<file path="src/rtl/core/iptl_pkg.sv">
`timescale 1ns / 1ps
// ----------------------------------------------------------------------------
// iptl_pkg
// Types and constants for the binary trie prefix lookup block.
// ----------------------------------------------------------------------------
package iptl_pkg;

  localparam int unsigned MaxNodes   = 65536;
  localparam int unsigned StoreDepth = (MaxNodes < 65536) ? MaxNodes : 65536;
  localparam int unsigned NodeAw     = (StoreDepth > 1) ? $clog2(StoreDepth) : 1;

  localparam logic [7:0] MaxDepth = 8'd128;

  localparam logic [3:0] RecBytes24 = 4'd6;
  localparam logic [3:0] RecBytes28 = 4'd7;
  localparam logic [3:0] RecBytes32 = 4'd8;

  localparam logic [1:0] RegTrieSize    = 2'd0;
  localparam logic [1:0] RegRecordBytes = 2'd1;
  localparam logic [1:0] RegTreeDepth   = 2'd2;

  localparam logic [16:0] TrieSizeRst    = 17'd1;
  localparam logic [3:0]  RecordBytesRst = 4'd6;
  localparam logic [7:0]  TreeDepthRst   = 8'd128;

  localparam logic OpWrite  = 1'b0;
  localparam logic OpLookup = 1'b1;

  localparam logic StatusFound   = 1'b0;
  localparam logic StatusCorrupt = 1'b1;

  typedef struct packed {
    logic        op;
    logic [15:0] node_index;
    logic [63:0] node_bytes;
    logic [63:0] addr_high;
    logic [63:0] addr_low;
  } item_t;

  typedef struct packed {
    logic        status;
    logic [7:0]  netmask;
    logic [31:0] data_offset;
  } result_t;

  typedef struct packed {
    logic [16:0] trie_size;
    logic [3:0]  record_bytes;
    logic [7:0]  tree_depth;
  } cfg_t;

endpackage

</file>
<file path="src/rtl/core/iptl_cfg_regs.sv">
`timescale 1ns / 1ps
// ----------------------------------------------------------------------------
// iptl_cfg_regs
// APB register file: node count, record size and tree depth.
// ----------------------------------------------------------------------------
module iptl_cfg_regs (
  input  logic                clk_i,
  input  logic                rst_ni,
  input  logic                psel,
  input  logic                penable,
  input  logic                pwrite,
  input  logic [3:0]          paddr,
  input  logic [31:0]         pwdata,
  output logic [31:0]         prdata,
  output logic                pready,
  output iptl_pkg::cfg_t      cfg_o
);

  logic [16:0] trie_size_q, trie_size_d;
  logic [3:0]  record_bytes_q, record_bytes_d;
  logic [7:0]  tree_depth_q, tree_depth_d;
  logic        wr_en;

  assign pready = 1'b1;
  assign wr_en  = psel && penable && pwrite;

  always_comb begin
    trie_size_d    = trie_size_q;
    record_bytes_d = record_bytes_q;
    tree_depth_d   = tree_depth_q;
    if (wr_en) begin
      unique case (paddr[3:2])
        iptl_pkg::RegTrieSize:    trie_size_d    = pwdata[16:0];
        iptl_pkg::RegRecordBytes: record_bytes_d = pwdata[3:0];
        iptl_pkg::RegTreeDepth:   tree_depth_d   = pwdata[7:0];
        default: ;
      endcase
    end
  end

  always_comb begin
    unique case (paddr[3:2])
      iptl_pkg::RegTrieSize:    prdata = {15'd0, trie_size_q};
      iptl_pkg::RegRecordBytes: prdata = {28'd0, record_bytes_q};
      iptl_pkg::RegTreeDepth:   prdata = {24'd0, tree_depth_q};
      default:                  prdata = 32'd0;
    endcase
  end

  always_ff @(posedge clk_i or negedge rst_ni) begin
    if (!rst_ni) begin
      trie_size_q    <= iptl_pkg::TrieSizeRst;
      record_bytes_q <= iptl_pkg::RecordBytesRst;
      tree_depth_q   <= iptl_pkg::TreeDepthRst;
    end else begin
      trie_size_q    <= trie_size_d;
      record_bytes_q <= record_bytes_d;
      tree_depth_q   <= tree_depth_d;
    end
  end

  assign cfg_o.trie_size    = trie_size_q;
  assign cfg_o.record_bytes = record_bytes_q;
  assign cfg_o.tree_depth   = tree_depth_q;

endmodule

</file>
<file path="config.mk">
export PLATFORM = sky130hd
export DESIGN_NAME = iptl_cfg_regs
export DESIGN_NICKNAME = d
export VERILOG_FILES = /design/src/rtl/core/iptl_pkg.sv /design/src/rtl/core/iptl_cfg_regs.sv
export SDC_FILE = /design/constraint.sdc
export NUM_CORES = 1
export LEC_CHECK = 0
export BUFFER_PORTS_ARGS = -buffer_cell sky130_fd_sc_hd__buf_4
export CAP_MARGIN = 10
export CORE_MARGIN = 3
export CORE_UTILIZATION = 41
export CTS_CLUSTER_DIAMETER = 200
export CTS_CLUSTER_SIZE = 24
export DETAILED_ROUTE_END_ITERATION = 10
export PLACE_DENSITY = 0.8
export SETUP_SLACK_MARGIN = 0.5
export SLEW_MARGIN = 20
export SYNTH_ARGS = -nofsm -noshare
export SYNTH_HDL_FRONTEND = slang
export SYNTH_SLANG_ARGS = --single-unit
</file>
<file path="constraint.sdc">
create_clock -name clk_i -period 1.19 [get_ports clk_i]
set_input_delay 0.238 -clock clk_i [delete_from_list [all_inputs] [get_ports clk_i]]
set_output_delay 0.238 -clock clk_i [all_outputs]
set_load 0.02 [all_outputs]
</file>
# Word level (Yosys, flattened, before mapping)
# Index checks and enable logic that the tools add are counted.
# totals
input_bits	41
reg_bits	29
wordCells	12
out_inout_bits	62
# classes
n_mux	1
eq_ne	2
reduce_logical	6
# ops
op	n
one-hot mux 17 bit (3 select lines)	1
AND reduction 2 bit	3
== test 2 x 1 -> 1 bit, second input constant	1
== test 2 bit, second input constant	1
logical AND 1 bit	2
zero test 2 bit	1

# Depth between registers and ports, before layout
# Gate-level depths: netlist of the first run.
# logic_depth
depth_word	3
ltp_mapped	4

# Worst setup path before layout of the first run
# No wires, ideal clock.
# synth_timing
kind	reg-to-output
start	register trie_size_q[0]
end	output prdata[0]
required_time_ps	952
setup_slack_ps	-192
stages_incl_launch_ff	3
arrival_ps	1144
cell_sequence	dfstp_2 mux2i_1 o21ai_0
# synth_via
elab_chain_cells	1
# synth_rtl
element	line	source
start, declared	iptl_cfg_regs.sv:19	logic [16:0] trie_size_q, trie_size_d;
start signal, assigned	iptl_cfg_regs.sv:52	trie_size_q <= iptl_pkg::TrieSizeRst;
start signal, assigned	iptl_cfg_regs.sv:56	trie_size_q <= trie_size_d;
one-hot mux 17 bit (3 select lines)	iptl_cfg_regs.sv:42	unique case (paddr[3:2])
end, declared	iptl_cfg_regs.sv:14	output logic [31:0] prdata,
# Every way passes these cells.

# Worst setup path in the final report of the first run
# Ends and elaborated chain as after synthesis.

==> results of run 1 <==
-- logic make-up after synthesis --
kind of cell,count (synthesis)
compound gates,4
flops,29
simple gates,23
buf+inv,19
other cells,2
mux,37
-- report_power, final --
part	switching (µW)	total, µW	internal, µW
clock	352	643	291
combinational	1070	2620	1550
sequential	268	1530	1260
-- state kept, by name, indices dropped and copies added (netlist names) --
signal and count:
tree_depth_q 8, trie_size_q 17, record_bytes_q 4
-- routing by layer --
| layer | vias to the layer above | global-route usage [%] | routed length [µm] |
|---|---|---|---|
| met3 | 19 | 6.32 | 231 |
| met1 | 729 | 27.8 | 2250 |
| met4 | 0 | 10.6 | 208 |
| met5 | - | 0 | 0 |
| li1 | 617 | - | - |
| met2 | 66 | 49.9 | 3590 |
-- cells in the mapped netlist (2+ instances only) --
cell | n | area share [%]
mux2_2 | 29 | 22
buf_4 | 16 | 8.2
conb_1 | 2 | 0.51
o21ai_0 | 4 | 1.4
dfrtp_1 | 25 | 43
nand2_1 | 4 | 1.0
and2_1 | 9 | 3.9
mux2i_1 | 8 | 5.5
nor2_1 | 5 | 1.3
dfstp_2 | 4 | 7.2
-- cell usage in the layout (no fill, tap or decap), drive strengths merged --
cell    count
buf       123
mux2       29
dfrtp      25
conb       16
and2        9
clkbuf      8
mux2i       8
nor2        6
dfstp       4
nand2       4
o21ai       4
nor3b       2
nor2b       1
nand3       1
nor3        1
-- worst reg2reg max path: stages, from the launching register on --
cell,delay (ns)
dfrtp_2,0.43
buf_6,0.13
buf_4,0.13
buf_6,0.10
mux2_4,0.26
-- final cells by class --
class                           count  area [µm²]  area share, %
Clock buffer                        8        58.8           1.93
Timing Repair Buffer              123        1310           43.0
Multi-Input combinational cell     81         880           28.8
Tap cell                           46        57.6           1.89
Sequential cell                    29         746           24.4
-- metrics by stage --
stage,util (%),TNS (ns),total power (µW),setup slack [ns]
floorplan,-,-0.742,2380,-0.0592
global route,90.1,-5.56,4970,-0.417
finish,90.1,-4.18,4780,-0.322
global placement,66.2,-2.70,2980,-0.123
detailed placement,66.2,-3.01,3040,-0.121
CTS,84.9,-2.94,4360,-0.251
-- worst max-delay path by stage --
stage	slack, ns	to	start
floorplan	-0.06	trie_size_q[1]	pwrite
global placement	-0.12	tree_depth_q[5]	paddr[3]
detailed placement	-0.12	tree_depth_q[5]	paddr[3]
CTS	-0.25	prdata[0]	trie_size_q[0]
global route	-0.42	prdata[0]	trie_size_q[0]
finish	-0.32	prdata[0]	trie_size_q[0]
-- what timing repair did --
item                       4_1_cts  5_1_grt
gates resized for setup         90       19
setup endpoints to repair       75       75
cloned                           2        0
pin swaps                        9        2
hold endpoints to repair        25       25
buffers inserted                26       14
==> impl_metrics.json, run 1 <==
{
  "worstPathArrival_ns": 1.27,
  "synth_seq_cells": 29,
  "gr-total-overflow": 0,
  "grt_pass1_wl_um": 8270,
  "ys_seq_area_share_pct": 50.1,
  "wirelength_um": 6280,
  "grt_antenna_before_repair": 0,
  "final_cell_area_um2": 3050,
  "num_antenna_cells": 0,
  "dieArea_um2": 4310,
  "finalCriticalPeriod_ns": 1.51,
  "firstDrtPassIters": 4,
  "path_cells": "mux2i_1, o21ai_1, buf_4",
  "routedWlPerCell_um": 21.9,
  "rr_endpoint": "tree_depth_q[3]",
  "synth_cell_types": 18,
  "setup_ws_ns": -0.322,
  "criticalPathCategory": "reg -> out",
  "clock_latency_ns": 0.34,
  "fmax_mhz": 661,
  "dpl_cell_area_um2": 2240,
  "fp-row-count": 21,
  "cts_buffers": 5,
  "timing.final.crit_share_pct": 127,
  "finalHoldViolCount": 25,
  "clkTransAtPathRegs_ns": 0.10,
  "r2r-start": "tree_depth_q[3]",
  "pin_count": 103,
  "syn_to_final_growth_pct": 109,
  "htreeDepth": 2,
  "ir_drop_uv": 1230,
  "gp_congestion": 0.741,
  "vias_per_cell": 4.99,
  "coreArea_um2": 3390,
  "p_leak_uw": 0.00147,
  "violations": "hold timing, setup timing",
  "powerDensity_nw_per_um2": 1570,
  "start_util_pct": 43.0,
  "path_max_fanout": 2,
  "synthXorXnorAreaFrac_pct": 0,
  "cp.depth": 3,
  "rsz0062_at_grt": "true",
  "ys_async_sr_fraction_pct": 100,
  "grt_max_degree": 30,
  "cts_sinks": 29,
  "die_x_um": 65.7,
  "path_buf_inv": 1,
  "crit_path_start_kind": "flop",
  "postRouteAntennaNets": 0,
  "slowest_delay_ns": 0.56,
  "setup_viol": 35,
  "cp.required_ns": 0.95,
  "instances_no_fill": 287,
  "grtUsageTotal_pct": 26.5,
  "drv_slew": 0,
  "fin_hold_ws_ns": -0.193,
  "drv_cap": 0,
  "syn_inst": 114,
  "synth_edf_count": 0,
  "end_kind": "output pin",
  "avgSynthCellArea_um2": 12.8,
  "r2r_setup_slack_ns": 0.04,
  "cts_tree": "done",
  "layout-drive-gt1-share_pct": 84.6,
  "synth_simple_gate_area_share_pct": 10.5,
  "yosysWarnings": 0,
  "nFillCells": 125,
  "synth_fa_ha_area_share_pct": 0,
  "synth_top_family_by_area": "multiplexers",
  "grt_pass1_vias": 1491,
  "remaining_drc_errors": 0,
  "hp-class": "in -> async",
  "die_h_um": 65.7,
  "cts_max_path_buffers": 2,
  "synth.mux.area_fraction_pct": 27.9,
  "syn-cell-area_um2": 1460,
  "drt_iter0_drc": 62,
  "synth_ff_type": "dfrtp_1",
  "routed-via-count": 1431,
  "cp_top_family": "flip-flops",
  "dp_hpwl_um": 2880,
  "cpMaxStageDelayCell": "dfstp_2",
  "synth_compound_area_share_pct": 1.37,
  "status": "complete, but fails checks",
  "port_buffers": 69,
  "fin_worst_skew_ns": 0,
  "cts_root_buf": "clkbuf_4",
  "dp_cells": 237,
  "num-nets-final": 281,
  "reg2reg_depth": 4
}
Power figures use the tool's default switching activity.
==> inputs of run 2 (changes only) <==
--- a/config.mk
+++ b/config.mk
@@ -5,14 +5,14 @@
 export SDC_FILE = /design/constraint.sdc
 export NUM_CORES = 1
 export LEC_CHECK = 0
-export BUFFER_PORTS_ARGS = -buffer_cell sky130_fd_sc_hd__buf_4
 export CAP_MARGIN = 10
 export CORE_MARGIN = 3
-export CORE_UTILIZATION = 41
+export CORE_UTILIZATION = 55
 export CTS_CLUSTER_DIAMETER = 200
 export CTS_CLUSTER_SIZE = 24
 export DETAILED_ROUTE_END_ITERATION = 10
-export PLACE_DENSITY = 0.8
+export DONT_BUFFER_PORTS = 1
+export PLACE_DENSITY = 0.7
 export SETUP_SLACK_MARGIN = 0.5
 export SLEW_MARGIN = 20
 export SYNTH_ARGS = -nofsm -noshare
==> constraint.sdc (replaced) <==
create_clock -name clk_i -period 1.19 [get_ports clk_i]
set_input_delay 0.2975 -clock clk_i [delete_from_list [all_inputs] [get_ports clk_i]]
set_output_delay 0.2975 -clock clk_i [all_outputs]
set_load 0.02 [all_outputs]
==> run 2 against run 1 <==
Net effect:
- the run still ends with hold timing, setup timing left
- critical path depth decreased by 1
- count of clock-buffer cells in the layout decreased by 1
- register-to-register slack improved by 0.07 ns
- die area decreased by 23%
- clock power increased by 7.6%
- critical path type unchanged
==> impl_metrics.json, run 2 (synthesis gave the netlist of run 1 again) <==
{
  "status": "complete, but fails checks",
  "violations": "hold timing, setup timing",
  "end_kind": "output pin",
  "grt_max_degree": 30,
  "path_buf_inv": 0,
  "slowest_delay_ns": 0.58,
  "dp_hpwl_um": 2300,
  "syn_to_final_growth_pct": 40.9,
  "cts_tree": "done",
  "p_leak_uw": 0.000919,
  "final_common_cell": "mux2_4",
  "drv_slew": 0,
  "firstDrtPassIters": 4,
  "criticalPathCategory": "reg -> out",
  "clkTransAtPathRegs_ns": 0.09,
  "rsz0062_at_grt": "true",
  "path_cells": "mux2i_4, o21ai_4",
  "vias_per_cell": 5.52,
  "dp_slack_ns": -0.0676,
  "routed-via-count": 961,
  "hp-class": "in -> async",
  "cpMaxStageDelayCell": "dfstp_2",
  "num-nets-final": 184,
  "port_buffers": 0,
  "postRouteAntennaNets": 0,
  "gr-total-overflow": 0,
  "timing.final.crit_share_pct": 129,
  "die_h_um": 57.5,
  "crit_path_start_kind": "flop",
  "path_max_fanout": 2,
  "pin_count": 103,
  "dp_cells": 160,
  "fmax_mhz": 653,
  "htreeDepth": 2,
  "gp_congestion": 0.692,
  "cts_root_buf": "clkbuf_4",
  "worstPathArrival_ns": 1.23,
  "setup_viol": 28,
  "num_antenna_cells": 0,
  "remaining_drc_errors": 0,
  "largest_reg_flops": 17,
  "cp_top_family": "flip-flops",
  "grt_antenna_before_repair": 0,
  "drt_iter0_drc": 24,
  "instances_no_fill": 174,
  "final_cell_area_um2": 2060,
  "layout-drive-gt1-share_pct": 78.5,
  "start_util_pct": 58.4,
  "grt_pass1_wl_um": 5430,
  "cp.required_ns": 0.89,
  "dpl_cell_area_um2": 1710,
  "ir_drop_uv": 1480,
  "cts_buffers": 5,
  "grtUsageTotal_pct": 22.8,
  "powerDensity_nw_per_um2": 1740,
  "top_regs": "trie_size_q x17, tree_depth_q x8, record_bytes_q x4",
  "fin_worst_skew_ns": 0,
  "routedWlPerCell_um": 20.7,
  "fin_setup_tns_ns": -3.38,
  "die_x_um": 57.5,
  "coreArea_um2": 2500,
  "dieArea_um2": 3310,
  "clock_latency_ns": 0.33,
  "drv_cap": 0,
  "regMostFlops": "trie_size_q",
  "cts_max_path_buffers": 2,
  "wirelength_um": 3600,
  "finalCriticalPeriod_ns": 1.53,
  "fp-row-count": 18,
  "post-route-util_pct": 82.2,
  "final_cell_mix": "mux2_4, buf_6, dfrtp_2",
  "fin_hold_ws_ns": -0.353,
  "setup_ws_ns": -0.341,
  "cts_sinks": 29,
  "finalHoldViolCount": 29,
  "grt_pass1_vias": 1025
}
## run 2: cell types whose count changed in the layout (fill, tap and decap cells not counted), sizes merged
cell    before  now
nor2         6    5
clkinv       0    1
clkbuf       8    7
buf        123   27
## run 2: worst register-to-register path, stage by stage (launching register included)
cell and delay [ns]:
dfrtp_2 0.44, buf_4 0.14, buf_6 0.13, mux2_4 0.27
## run 2: cell type report
type                       instances  area (µm²)
clock inverter                     1        5.00
fill                             142         444
sequential                        29         752
tap                               30        37.5
timing repair buffer              27         323
multi-input combinational         80         873
clock buffer                       7        65.1
## run 2: worst paths after layout
path | depth (start not counted) | slack, ns | start | end
worst min-delay path | 0 | -0.35 | rst_ni | trie_size_q[7]
worst max-delay path | 2 | -0.34 | trie_size_q[0] | prdata[0]
worst min register to register | 1 | 0.59 | trie_size_q[16] | trie_size_q[16]
worst max register to register | 3 | 0.11 | tree_depth_q[0] | tree_depth_q[0]
min in group clk_i | 1 | 0.11 | pwdata[14] | trie_size_q[14]
max in group asynchronous | 0 | 1.36 | rst_ni | record_bytes_q[2]
## run 2: routing by layer
metal | track usage, % | part of all wire (%)
met1 | 26.8 | 38
met3 | 9.73 | 9.0
met4 | 9.60 | 1.5
met2 | 36.6 | 51
met5 | 0 | 0
## run 2: metrics by stage
step / hold WS, ns / total power, µW
5_1_grt: -0.383 / 3750
2_1_floorplan: 0.00191 / 2330
6_report: -0.353 / 3580
3_5_place_dp: 0.00258 / 2570
3_3_place_gp: 0.00258 / 2530
4_1_cts: -0.365 / 3520
## run 2: report_power, final
part / leakage, µW / internal (µW) / total [µW] / switching, µW
sequential: 0.000329 / 1270 / 1630 / 359
clock: 0.0000413 / 342 / 692 / 350
combinational: 0.000549 / 696 / 1270 / 571
## run 2: repair_timing
| action | in CTS | in global routing |
|---|---|---|
| pin swaps | 4 | 3 |
| gates resized for setup | 43 | 9 |
| setup buffers | 4 | 1 |
| setup endpoints to repair | 75 | 75 |
| gates cloned | 1 | 0 |
| hold endpoints to repair | 29 | 29 |
==> inputs of run 3 (changes only) <==
==> constraint.sdc (replaced) <==
create_clock -name clk_i -period 1.92 [get_ports clk_i]
set_input_delay 0.48 -clock clk_i [delete_from_list [all_inputs] [get_ports clk_i]]
set_output_delay 0.48 -clock clk_i [all_outputs]
set_load 0.02 [all_outputs]
==> run 3 against run 2 <==
Net effect:
- the flow now finishes without violations
- setup slack improved by 0.49 ns
- via count fell by 14%
- clock skew did not move
==> impl_metrics.json, run 3 (synthesis gave the netlist of run 1 again) <==
{
  "cp.required_ns": 1.44,
  "cts_tree": "done",
  "num-nets-final": 161,
  "num_antenna_cells": 0,
  "path_max_fanout": 3,
  "cts_root_buf": "clkbuf_4",
  "die_x_um": 57.5,
  "drt_iter0_drc": 9,
  "firstDrtPassIters": 4,
  "grt_pass1_vias": 911,
  "die_h_um": 57.5,
  "layout-drive-gt1-share_pct": 77.7,
  "cts_buffers": 5,
  "dp_slack_ns": 0.316,
  "clock_latency_ns": 0.31,
  "regMostFlops": "trie_size_q",
  "cpMaxStageDelayCell": "dfstp_2",
  "ir_drop_uv": 830,
  "r2r-start": "record_bytes_q[3]",
  "fmax_mhz": 566,
  "criticalPathCategory": "reg -> out",
  "clkTransAtPathRegs_ns": 0.09,
  "gr-total-overflow": 0,
  "finalPower_uw": 1900,
  "max_slew_margin_pct": 65.5,
  "remaining_drc_errors": 0,
  "finalCriticalPeriod_ns": 1.77,
  "setup_viol": 0,
  "timing.final.crit_share_pct": 92.0,
  "gp_congestion": 0.652,
  "final_cell_area_um2": 1680,
  "largest_reg_flops": 17,
  "wirelength_um": 2700,
  "vias_per_cell": 5.50,
  "rsz0062_at_grt": "true",
  "grt_max_degree": 30,
  "postRouteAntennaNets": 0,
  "status": "finished clean",
  "worstHoldStart": "pwdata[2]",
  "dpl_cell_area_um2": 1520,
  "powerDensity_nw_per_um2": 1130,
  "rr_endpoint": "record_bytes_q[3]",
  "fin_worst_skew_ns": 0,
  "fin_setup_tns_ns": 0,
  "hp-class": "in -> reg",
  "port_buffers": 0,
  "pin_count": 103,
  "end_kind": "output pin",
  "hold_depth": 1,
  "dieArea_um2": 3310,
  "coreArea_um2": 2500,
  "path_cells": "mux2i_1, o21ai_2",
  "finalHoldViolCount": 0,
  "htreeDepth": 2,
  "crit_path_start_kind": "flop",
  "hold_path_end": "trie_size_q[2]",
  "cp_top_family": "flip-flops",
  "post-route-util_pct": 67.2,
  "worst_slew_pin_slew_ns": 0.517,
  "syn_to_final_growth_pct": 15.1,
  "drv_cap": 0,
  "start_util_pct": 58.4,
  "post_cts_buffers": 0,
  "grt_antenna_before_repair": 0,
  "grt_pass1_wl_um": 4350,
  "top_regs": "trie_size_q x17, tree_depth_q x8, record_bytes_q x4",
  "final_common_cell": "mux2_2",
  "cts_max_path_buffers": 2,
  "cts_sinks": 29,
  "routed-via-count": 831,
  "p_leak_uw": 0.000696,
  "dp_hpwl_um": 2030,
  "path_buf_inv": 0,
  "routedWlPerCell_um": 17.9,
  "grtUsageTotal_pct": 17.9,
  "drv_slew": 0,
  "final_cell_mix": "mux2_2, dfrtp_2, conb_1",
  "worstPathArrival_ns": 1.29,
  "reg2reg_depth": 1,
  "setup_ws_ns": 0.153,
  "r2r_setup_slack_ns": 1.04,
  "fp-row-count": 18,
  "slowest_delay_ns": 0.61
}
## run 3: changes by cell type in the layout (fill, tap and decap cells not counted), sizes merged
cell / before / now
dlygate4sd3: 0 / 1
buf: 27 / 3
## run 3: power by group
| part | internal, µW | switching [µW] |
|---|---|---|
| clock | 212 | 196 |
| sequential | 790 | 321 |
| combinational | 191 | 185 |
| total | 1190 | 702 |
## run 3: per-stage QoR
stage	hold slack, ns	instances
after floorplan	0.184	128
after global placement	0.185	141
after detailed placement	0.185	141
after CTS	0.289	151
after global routing	0.273	151
final	0.309	151
## run 3: worst max path at each step
stage	startpoint	end	slack, ns	cells past startpoint
detailed placement	pwrite	tree_depth_q[2]	0.32	3
finish	trie_size_q[0]	prdata[0]	0.15	2
global route	trie_size_q[0]	prdata[0]	0.07	2
global placement	pwrite	tree_depth_q[0]	0.33	3
floorplan	pwrite	trie_size_q[14]	0.43	4
CTS	trie_size_q[0]	prdata[0]	0.13	2
## run 3: area by class of cell
| cell class | count | area (µm²) |
|---|---|---|
| clock buffers | 7 | 65.1 |
| clock inverters | 1 | 5.00 |
| fillers | 203 | 821 |
| multi-input cells | 80 | 769 |
| flip-flops and latches | 29 | 757 |
| well taps | 30 | 37.5 |
| repair buffers | 4 | 45.0 |
## run 3: timing repair
item | in CTS | in global routing
hold endpoints to repair | 29 | 0
endpoints found under the setup margin | 21 | 21
pin swaps | 2 | 0
cloned | 0 | 0
hold buffers | 2 | 0
gates resized for setup | 26 | 1
## run 3: metal layers
layer  GRT usage [%]  up-vias  part of all wire (%)
met2            30.0       44                    53
met4            6.95        0                   1.8
met3            9.28        4                   9.9
li1                -      373                     -
met1            19.1      410                    35
met5               0        -                     0
